[config.mk]
export PLATFORM = sky130hd
export DESIGN_NAME = rc4_keystream_cipher
export DESIGN_NICKNAME = d
export VERILOG_FILES = /design/src/rtl/rc4ks_pkg.sv /design/src/rtl/rc4_keystream_cipher.sv /design/src/rtl/rc4ks_ram.sv
export SDC_FILE = /design/constraint.sdc
export NUM_CORES = 2
export LEC_CHECK = 0
export BUFFER_PORTS_ARGS = -buffer_cell sky130_fd_sc_hd__buf_2
export CAP_MARGIN = 30
export CORE_UTILIZATION = 55
export DETAILED_ROUTE_END_ITERATION = 7
export MAX_ROUTING_LAYER = met4
export PLACE_DENSITY_LB_ADDON = 0.2
export SLEW_MARGIN = 20
export SYNTH_ARGS = -nofsm -noshare
export SYNTH_HDL_FRONTEND = slang
export SYNTH_SLANG_ARGS = --single-unit
[constraint.sdc]
create_clock -name clock -period 13.5 [get_ports clock]
set_clock_uncertainty 0.2 [all_clocks]
set_input_delay 0 -clock clock [delete_from_list [all_inputs] [get_ports clock]]
set_output_delay 0 -clock clock [all_outputs]
set_load 0.01 [all_outputs]
[src/rtl/rc4ks_pkg.sv]
// rc4ks_pkg: shared types, constants and the key byte selector for the rc4 keystream block
// used by rc4ks_ram and rc4_keystream_cipher; depends on nothing
`default_nettype none

package rc4ks_pkg;

   localparam int unsigned PERM_DEPTH = 256;
   localparam int unsigned ADDR_W     = 8;
   localparam int unsigned KEY_W      = 64;
   localparam int unsigned CSR_IDX_W  = 2;

   // register indexes of the csr port
   localparam logic [CSR_IDX_W-1:0] CSR_KEY_LOW    = 2'd0;
   localparam logic [CSR_IDX_W-1:0] CSR_KEY_HIGH   = 2'd1;
   localparam logic [CSR_IDX_W-1:0] CSR_SHORT_MODE = 2'd2;

   // item kinds
   localparam logic KIND_KEY  = 1'b0;
   localparam logic KIND_DATA = 1'b1;

   // pad bytes of the short key, key positions 5, 6 and 7
   localparam logic [7:0] PAD_BYTE_5 = 8'he5;
   localparam logic [7:0] PAD_BYTE_6 = 8'h38;
   localparam logic [7:0] PAD_BYTE_7 = 8'hb0;

   typedef enum logic [3:0] {
      ST_IDLE,
      ST_INIT,
      ST_KS_RD_N,
      ST_KS_RD_J,
      ST_KS_WR_N,
      ST_KS_WR_J,
      ST_KS_DONE,
      ST_DT_RD_I,
      ST_DT_RD_J,
      ST_DT_WR_I,
      ST_DT_WR_J,
      ST_DT_OUT
   } state_type;

   typedef struct packed {
      logic              we;
      logic [ADDR_W-1:0] waddr;
      logic [7:0]        wdata;
      logic              re;
      logic [ADDR_W-1:0] raddr;
   } ram_req_type;

   // key byte for schedule step n (only the low four bits of n matter)
   function automatic logic [7:0] key_byte(input logic             short_mode,
                                           input logic [KEY_W-1:0] key_lo,
                                           input logic [KEY_W-1:0] key_hi,
                                           input logic [3:0]       n);
      logic [7:0] b_lo;
      logic [7:0] b_hi;
      logic [7:0] r;
      b_lo = key_lo[{n[2:0], 3'b000} +: 8];
      b_hi = key_hi[{n[2:0], 3'b000} +: 8];
      if (short_mode) begin
         case (n[2:0])
            3'd5:    r = PAD_BYTE_5;
            3'd6:    r = PAD_BYTE_6;
            3'd7:    r = PAD_BYTE_7;
            default: r = b_lo;
         endcase
      end else begin
         r = n[3] ? b_hi : b_lo;
      end
      return r;
   endfunction

endpackage

`default_nettype wire

[src/rtl/rc4_keystream_cipher.sv]
// rc4_keystream_cipher: top level, sequencer around one permutation ram
// depends on rc4ks_pkg and rc4ks_ram
`default_nettype none

// RC4 engine. A key beat (kind 0) fills the permutation with identity, one entry a
// cycle, then runs the 256 key schedule swaps, and returns one beat with out_byte
// zero. A data beat (kind 1) does one keystream step and returns data xor keystream.
// In both cases the next beat is taken only once the engine is back in idle, after
// the result has been registered. The sequencing comes from the single write and
// single read port of the permutation ram: a swap step needs two reads and two
// writes in sequence, and a data step adds the keystream read. req_ready is high
// only while the engine is idle; a finished result waits in the output register and
// does not block the next accept, but the next result is held back until it has
// been taken. Key registers are sampled during the schedule, so they must be
// written before the key beat. Data beats must follow a key beat.
module rc4_keystream_cipher (
   input  wire logic        clock,
   input  wire logic        reset,
   // item input
   input  wire logic        req_valid,
   output logic             req_ready,
   input  wire logic        req_kind,
   input  wire logic [7:0]  req_data_byte,
   input  wire logic        req_last_byte,
   // result output
   output logic             rsp_valid,
   input  wire logic        rsp_ready,
   output logic [7:0]       rsp_out_byte,
   output logic             rsp_last_out,
   // register writes
   input  wire logic        csr_valid,
   output logic             csr_ready,
   input  wire logic [1:0]  csr_index,
   input  wire logic [63:0] csr_wdata
);

   rc4ks_pkg::state_type   state_ff, state_in;
   logic [7:0]             n_ff, n_in;
   logic [7:0]             i_ff, i_in;
   logic [7:0]             j_ff, j_in;
   logic [7:0]             si_ff, si_in;
   logic [7:0]             sj_ff, sj_in;
   logic [7:0]             data_ff, data_in;
   logic                   last_ff, last_in;
   logic                   rsp_valid_ff, rsp_valid_in;
   logic [7:0]             rsp_byte_ff, rsp_byte_in;
   logic                   rsp_last_ff, rsp_last_in;
   logic [63:0]            key_low_ff;
   logic [63:0]            key_high_ff;
   logic                   short_mode_ff;

   rc4ks_pkg::ram_req_type ram_req;
   logic [7:0]             rd_data;
   logic [7:0]             kbyte;
   logic [7:0]             i_next;
   logic [7:0]             j_ks_next;
   logic [7:0]             j_dt_next;
   logic                   out_free;

   rc4ks_ram u_ram (
      .clock   (clock),
      .req     (ram_req),
      .rd_data (rd_data)
   );

   // configuration registers, always writable
   assign csr_ready = 1'b1;

   always_ff @(posedge clock) begin
      if (reset) begin
         key_low_ff    <= '0;
         key_high_ff   <= '0;
         short_mode_ff <= 1'b1;
      end else if (csr_valid) begin
         case (csr_index)
            rc4ks_pkg::CSR_KEY_LOW:    key_low_ff    <= csr_wdata;
            rc4ks_pkg::CSR_KEY_HIGH:   key_high_ff   <= csr_wdata;
            rc4ks_pkg::CSR_SHORT_MODE: short_mode_ff <= csr_wdata[0];
            default: ;
         endcase
      end
   end

   assign kbyte     = rc4ks_pkg::key_byte(short_mode_ff, key_low_ff, key_high_ff, n_ff[3:0]);
   assign i_next    = i_ff + 8'd1;
   assign j_ks_next = j_ff + rd_data + kbyte;
   assign j_dt_next = j_ff + rd_data;
   assign out_free  = !rsp_valid_ff || rsp_ready;

   always_ff @(posedge clock) begin
      if (reset) begin
         state_ff     <= rc4ks_pkg::ST_IDLE;
         i_ff         <= '0;
         j_ff         <= '0;
         rsp_valid_ff <= 1'b0;
      end else begin
         state_ff     <= state_in;
         i_ff         <= i_in;
         j_ff         <= j_in;
         rsp_valid_ff <= rsp_valid_in;
      end
   end

   always_ff @(posedge clock) begin
      n_ff        <= n_in;
      si_ff       <= si_in;
      sj_ff       <= sj_in;
      data_ff     <= data_in;
      last_ff     <= last_in;
      rsp_byte_ff <= rsp_byte_in;
      rsp_last_ff <= rsp_last_in;
   end

   always_comb begin
      state_in     = state_ff;
      n_in         = n_ff;
      i_in         = i_ff;
      j_in         = j_ff;
      si_in        = si_ff;
      sj_in        = sj_ff;
      data_in      = data_ff;
      last_in      = last_ff;
      rsp_valid_in = rsp_valid_ff && !rsp_ready;
      rsp_byte_in  = rsp_byte_ff;
      rsp_last_in  = rsp_last_ff;
      ram_req      = '0;
      req_ready    = 1'b0;

      case (state_ff)
         rc4ks_pkg::ST_IDLE: begin
            req_ready = 1'b1;
            if (req_valid) begin
               data_in = req_data_byte;
               last_in = req_last_byte;
               if (req_kind == rc4ks_pkg::KIND_KEY) begin
                  n_in     = '0;
                  j_in     = '0;
                  state_in = rc4ks_pkg::ST_INIT;
               end else begin
                  state_in = rc4ks_pkg::ST_DT_RD_I;
               end
            end
         end
         // identity fill, one entry a cycle
         rc4ks_pkg::ST_INIT: begin
            ram_req.we    = 1'b1;
            ram_req.waddr = n_ff;
            ram_req.wdata = n_ff;
            n_in          = n_ff + 8'd1;
            if (n_ff == 8'hff) begin
               state_in = rc4ks_pkg::ST_KS_RD_N;
            end
         end
         rc4ks_pkg::ST_KS_RD_N: begin
            ram_req.re    = 1'b1;
            ram_req.raddr = n_ff;
            state_in      = rc4ks_pkg::ST_KS_RD_J;
         end
         rc4ks_pkg::ST_KS_RD_J: begin
            si_in         = rd_data;
            j_in          = j_ks_next;
            ram_req.re    = 1'b1;
            ram_req.raddr = j_ks_next;
            state_in      = rc4ks_pkg::ST_KS_WR_N;
         end
         rc4ks_pkg::ST_KS_WR_N: begin
            ram_req.we    = 1'b1;
            ram_req.waddr = n_ff;
            ram_req.wdata = rd_data;
            state_in      = rc4ks_pkg::ST_KS_WR_J;
         end
         rc4ks_pkg::ST_KS_WR_J: begin
            ram_req.we    = 1'b1;
            ram_req.waddr = j_ff;
            ram_req.wdata = si_ff;
            n_in          = n_ff + 8'd1;
            if (n_ff == 8'hff) begin
               i_in     = '0;
               j_in     = '0;
               state_in = rc4ks_pkg::ST_KS_DONE;
            end else begin
               state_in = rc4ks_pkg::ST_KS_RD_N;
            end
         end
         rc4ks_pkg::ST_KS_DONE: begin
            if (out_free) begin
               rsp_valid_in = 1'b1;
               rsp_byte_in  = '0;
               rsp_last_in  = last_ff;
               state_in     = rc4ks_pkg::ST_IDLE;
            end
         end
         rc4ks_pkg::ST_DT_RD_I: begin
            i_in          = i_next;
            ram_req.re    = 1'b1;
            ram_req.raddr = i_next;
            state_in      = rc4ks_pkg::ST_DT_RD_J;
         end
         rc4ks_pkg::ST_DT_RD_J: begin
            si_in         = rd_data;
            j_in          = j_dt_next;
            ram_req.re    = 1'b1;
            ram_req.raddr = j_dt_next;
            state_in      = rc4ks_pkg::ST_DT_WR_I;
         end
         rc4ks_pkg::ST_DT_WR_I: begin
            sj_in         = rd_data;
            ram_req.we    = 1'b1;
            ram_req.waddr = i_ff;
            ram_req.wdata = rd_data;
            state_in      = rc4ks_pkg::ST_DT_WR_J;
         end
         // second swap write and keystream read share the cycle, ram forwards
         rc4ks_pkg::ST_DT_WR_J: begin
            ram_req.we    = 1'b1;
            ram_req.waddr = j_ff;
            ram_req.wdata = si_ff;
            ram_req.re    = 1'b1;
            ram_req.raddr = si_ff + sj_ff;
            state_in      = rc4ks_pkg::ST_DT_OUT;
         end
         rc4ks_pkg::ST_DT_OUT: begin
            if (out_free) begin
               rsp_valid_in = 1'b1;
               rsp_byte_in  = data_ff ^ rd_data;
               rsp_last_in  = last_ff;
               state_in     = rc4ks_pkg::ST_IDLE;
            end
         end
         default: begin
            state_in = rc4ks_pkg::ST_IDLE;
         end
      endcase
   end

   assign rsp_valid    = rsp_valid_ff;
   assign rsp_out_byte = rsp_byte_ff;
   assign rsp_last_out = rsp_last_ff;

endmodule

`default_nettype wire

[src/rtl/rc4ks_ram.sv]
// rc4ks_ram: 256 x 8 permutation store, one write and one read port, registered read
// depends on rc4ks_pkg for the request struct
`default_nettype none

module rc4ks_ram (
   input  wire logic                 clock,
   input  wire rc4ks_pkg::ram_req_type req,
   output logic [7:0]                rd_data
);

   logic [7:0] mem [rc4ks_pkg::PERM_DEPTH];
   logic [7:0] rd_data_ff;

   always_ff @(posedge clock) begin
      if (req.we) begin
         mem[req.waddr] <= req.wdata;
      end
   end

   // write-first: a read of the address being written returns the new byte
   always_ff @(posedge clock) begin
      if (req.re) begin
         if (req.we && (req.waddr == req.raddr)) begin
            rd_data_ff <= req.wdata;
         end else begin
            rd_data_ff <= mem[req.raddr];
         end
      end
   end

   assign rd_data = rd_data_ff;

endmodule

`default_nettype wire

After elaboration in Yosys (flattened, before gate mapping)
Memories as Yosys holds them, arrays and structs flattened. A register that Yosys moved wholly into a read port is not among the register bits. Index checks and enable logic that the tools add are counted.

Bits in registers: 192. Bits in writable memories: 2048. Bits of input ports: 81. Output and inout port bits: 12. Word-level logic and storage cells: 96. Memories: 1.

Add/sub/neg operators: 5. Equal/unequal tests: 24. Shifts and indexed selects: 2. Muxes and demuxes: 25. Bitwise operators: 1. Reductions and logical operators: 24.

Memory list: u_ram.mem (words 256, bits a word 8, rd ports 1, clocked after memory_dff 1, write ports 1, line rc4ks_ram.sv:11) `logic [7:0] mem [rc4ks_pkg::PERM_DEPTH];`.

Operators by type and width (number): $shiftx A64 B7 Y8 (2); $pmux W17 S4 (1); $mux W8 (7); $pmux W8 S2 (3); $pmux W9 S5 (1); $pmux W4 S11 (1); $pmux W8 S4 (1); $add A8 B8 Y8 (3); $pmux W8 S3 (1); $add A8 B1 Y8 const B (2); $eq A4 B3 Y1 const B (4); $eq A4 B4 Y1 const B (4); $mux W4 (3); $ne A2 B2 Y1 const B (6); $reduce_and A2 Y1 (6); $eq A3 B3 Y1 const B (3); $reduce_and A3 Y1 (3); $eq A4 B2 Y1 const B (2); $eq A8 B8 Y1 const B (1); $reduce_or A2 Y1 (4); $xor A8 B8 Y8 (1); $mux W3 (2); $reduce_bool A2 Y1 (3); $mux W1 (5); other kinds (11) (12).

Logic depth before layout (Yosys ltp)
Depth after elaboration: 5. Mapped depth: 24. Mapped depth without buffers: 19.

By module
From an unflattened synthesis, not the netlist that was laid out.

Cells, all modules: 5096. Area, all modules: 89459.5 sq um.

Modules (own cells, without submodules): rc4ks_ram (times used 1, cells each 4007, area an instance 79832.8 sq um, sequential area each 61739.2 sq um); rc4_keystream_cipher (times used 1, cells each 1089, area an instance 9626.7 sq um, sequential area each 4264.1 sq um).

Worst setup path after synthesis
Ideal clock, no wire load.

Path kind: register to register. Start: register state_ff[2]. End: memory u_ram.mem[0][0], data pin. Library setup time: 0.771 ns. Data arrival time: 4.434 ns. Required time: 12.529 ns. Setup slack: 8.094 ns. Stages on the path, launching flop included: 7. Buffers on the path: 3. Clock period less this slack: 5.406 ns. Cell sequence: dfxtp_1 buf_4 buf_6 clkbuf_1 nor3_1 a222oi_1 inv_1.

RTL lines: start: declaration (line rc4_keystream_cipher.sv:37) `rc4ks_pkg::state_type state_ff, state_in;`; start signal: assignment (line rc4_keystream_cipher.sv:92) `state_ff <= rc4ks_pkg::ST_IDLE;`; start signal: assignment (line rc4_keystream_cipher.sv:97) `state_ff <= state_in;`; end: declaration (line rc4ks_ram.sv:11).

Worst setup path in the final report
Start: register n_ff[1]. End: register u_ram.rd_data_ff[0] (netlist: u_ram.rd_data[0]) (read register of u_ram.mem), data pin.

Word-level cells in the longest chain between the ends: 5. Elaborated cells on any way between the ends: 10. Classes of those cells: add/sub (1); eq/ne (3); shift (2); mux (4).

RTL lines: start: declaration (line rc4_keystream_cipher.sv:38) `logic [7:0] n_ff, n_in;`; start signal: assignment (line rc4_keystream_cipher.sv:105) `n_ff <= n_in;`; $shiftx A64 B7 Y8 (tied with other cells) (line rc4ks_pkg.sv:57) `b_lo = key_lo[{n[2:0], 3'b000} +: 8];`; $pmux W8 S3 / $mux W8 (equally long branches) (line rc4ks_pkg.sv:60, rc4ks_pkg.sv:67); $mux W8 (line rc4ks_pkg.sv:59) `if (short_mode) begin`; $add A8 B8 Y8 (line rc4_keystream_cipher.sv:86) `assign j_ks_next = j_ff + rd_data + kbyte;`; $pmux W9 S5 (*) (line rc4_keystream_cipher.sv:129) `case (state_ff)`; end: declaration (line rc4ks_ram.sv:12) `logic [7:0] rd_data_ff;`.

Every way passes the cells marked *; elsewhere a longest branch is shown, timed or not. A chain may end at the register's enable or synchronous reset.

==> results.ini <==
[setup_path]
path_class=flip-flop to flip-flop
r2r_end=u_ram.rd_data[0]$_DFFE_PN_
rrSetupSlack_ns=5.46
startpoint=n_ff[1]$_SDFFCE_PP0P_
required_ns=14.01
worst_setup_path_start_kind=flip-flop
worst-path-max-fanout=73
reg2regPathDepth=23
critPathCaptureType=flip-flop
r2r-start=n_ff[1]$_SDFFCE_PP0P_
cp.arrival_ns=8.55

[timing]
setup_viol=0
worst_slew_pin_slew_ns=1.201
fmax_mhz=124.4
period_minus_slack_ns=8.042
setup_slack_ns=5.458
post-route-period-util=0.5957
maxSlewViolCount=0
hold_slack_ns=0.1569
hold_viol=0
relSlewSlack=0.1995
setup-tns-final_ns=0
rsz0062_at_grt=false

[final_layout]
fillerInstances=12260
multi_input_area_um2=23690
seqCellArea_um2=66000
area_delta_synth_final_pct=12.58
fin_nets=7440
drive_gt1_frac=0.08593
fin_area_um2=103400

[power_and_ir_drop]
max-vdd-ir-drop_mv=0.2262
powerDensity_nw_per_um2=221.5
p_leak_nw=34.48
p_total_mw=22.90

[synth]
avgSynthCellArea_um2=12.77
synth_ff_type=edfxtp_1
syn_area_um2=91800
syn_inst=7188
yosys.area.top_type=edfxtp_1
synth.area.top_cells=edfxtp_1, nand2_1, dfxtp_1
synth.top_cell.area_share=0.6863
yosysWarnings=0
synthMuxAreaShare=0.02988
yosys_register_bits=2248
synth-compound-area-share=0.08154
synth-seq-area-share=0.7190
synth_fa_ha_area_frac=0.004198
synthXorXnorAreaFrac=0.004293
yosys.area_share.simple=0.1360
ys_types=86
synth-edff-count=2098
synth-async-reset-ratio=0
synth_top_family_by_area=simple AND/OR/NAND/NOR gates
syn_nets=7298

[grt]
grt_pass1_wl_mm=383.8
grt_overflow=0
grt_usage=0.3153
first_global_vias=57920
grt_start_max_net_pins=178
antenna_found_initial=4

[run_status]
status=complete, but fails checks
violations=design-rule violations

[drt]
drt_iter0_drc=8878
first_pass_iters=8
avgRoutedWirePerCell_um=26.80
ant_nets=0
wl_mm=260.3
vias_per_cell=6.334
num_vias=61520
drc=24

[min_path]
whs_path_depth=4
holdPathEnd=n_ff[0]$_SDFFCE_PP0P_
min_from=req_kind
min_path_type=primary input to flip-flop

[placement]
dpl_cell_area_um2=94060
dp_hpwl_mm=149.8
gp_congestion=0.9240
place_ws_ns=5.596
portBuffers=91

[clock_network]
cts_root_buffer=clkbuf_16
hold_buffers=193
cts_inserted_buffers=221
ctsLongestPathBuffers=3
h-tree-depth=4
cts_tree=done
clk_latency_ns=0.89
clkTransAtPathRegs_ns=0.06
cts_setup_buffers=0
cts_sinks=2248
cts_resized=0

[floorplanning]
die_w_um=410.6
ioPinCount=93
rows=149
fp.coreArea_um2=165400
fp.dieArea_um2=168600
start_util=0.5552
die_h_um=410.6

[flow_run]
drv_cap=0

==> metal layers <==
layer  track usage  vias to the layer above  share of wire
met5             -                        -              0
met4        0.1143                        0          0.039
met3       0.06614                      592           0.11
met2        0.4670                     3476           0.46
met1        0.4335                    30590           0.40
li1              -                    26870              -
==> power breakdown <==
part           switching [mW]  internal [mW]
Combinational            5.88           1.97
Clock                    2.69           3.40
Sequential              0.135           8.83
==> worst max-delay path by stage <==
stage	depth (start not counted)	slack, ns	end
after global routing	23	5.18	u_ram.rd_data[0]$_DFFE_PN_
final	23	5.46	u_ram.rd_data[0]$_DFFE_PN_
after global placement	20	5.31	u_ram.rd_data[6]$_DFFE_PN_
after floorplan	6	8.09	u_ram.mem[0][0]$_DFFE_PP_
after CTS	23	5.59	u_ram.rd_data[0]$_DFFE_PN_
after detailed placement	23	5.60	u_ram.rd_data[0]$_DFFE_PN_
==> cell families after synthesis <==
family	after synthesis
fa+ha+maj	29
xor+xnor	45
other cells	1
simple gates	2949
buf+inv	520
flops	2248
mux	232
compound gates	1164
==> registers in the layout, indices dropped and copies added, names as in the netlist <==
name           flops
u_ram.rd_data      8
key_low_ff        64
j_ff               8
rsp_valid          1
last_ff            1
u_ram.mem       2048
rsp_last_out       1
short_mode_ff      1
data_ff            8
si_ff              8
key_high_ff       64
rsp_out_byte       8
n_ff               8
state_ff           4
sj_ff              8
i_ff               8
==> cell usage after synthesis, types with 9 or more instances <==
library cell,n
nor2_1,345
buf_1,107
a222oi_1,9
edfxtp_1,2098
a221o_1,25
and2_1,11
a32oi_1,30
dfxtp_1,150
a22o_1,38
ha_1,26
a22oi_1,133
a221oi_1,64
nor4_1,20
xnor2_1,31
a211oi_1,27
a32o_1,16
o21ai_0,65
nand3_1,572
mux4_2,33
buf_4,17
mux2i_1,193
nor2b_1,14
nand2b_1,14
nand2_1,1788
and3_1,65
a21oi_1,572
o22ai_1,16
o2111ai_1,9
or4_1,9
nor3_1,21
buf_2,178
a31oi_1,75
xor2_1,14
inv_1,21
nand4_1,50
clkbuf_1,188
==> critical path, cell delays in order, from the launching register on <==
cell	delay, ns
edfxtp_1	0.72
buf_4	0.48
ha_1	0.27
ha_1	0.16
inv_1	0.07
nand2_1	0.11
o21ai_0	0.10
mux2_2	0.28
ha_1	0.22
fa_1	0.48
nor2b_1	0.14
a32oi_1	0.43
and3_4	0.69
buf_4	0.68
buf_4	0.76
nand2_1	0.13
nand3_1	0.12
and3_1	0.17
a31oi_1	0.05
o21ai_0	0.63
or4_1	0.33
o41ai_1	0.11
clkdlybuf4s18_2	0.28
o221ai_2	0.16
==> cells in the final DEF, fill, tap and decap left out, drive strengths merged, types with 33 or more instances in the layout <==
master,Yosys,final
a221oi,64,64
nand3,572,572
mux2i,193,193
dlygate4sd3,0,192
nand4,50,50
clkinv,0,107
buf,310,224
a31oi,75,75
and3,65,65
edfxtp,2098,2098
a21oi,573,573
o21ai,70,70
dfxtp,150,150
a22o,38,38
mux4,33,33
nor2,346,346
clkbuf,188,277
nand2,1790,1790
a22oi,133,133
==> final cells by class <==
cell class / instances / share of cell area
sequential: 2248 / 0.6386
multi-input combinational: 4420 / 0.2292
clock buffer: 277 / 0.05643
timing repair buffer: 417 / 0.03512
tap: 2189 / 0.02650
clock inverter: 134 / 0.01266
inverter: 22 / 0.001380
antenna: 6 / 0.0001453
==> through the flow <==
step / std cells / util
floorplan: 7188 / -
global placement: 9077 / 0.5678
detailed placement: 9090 / 0.5688
CTS: 9694 / 0.6237
global route: 9711 / 0.6250
finish: 9713 / 0.6250
(Power assumes the default switching activity.)
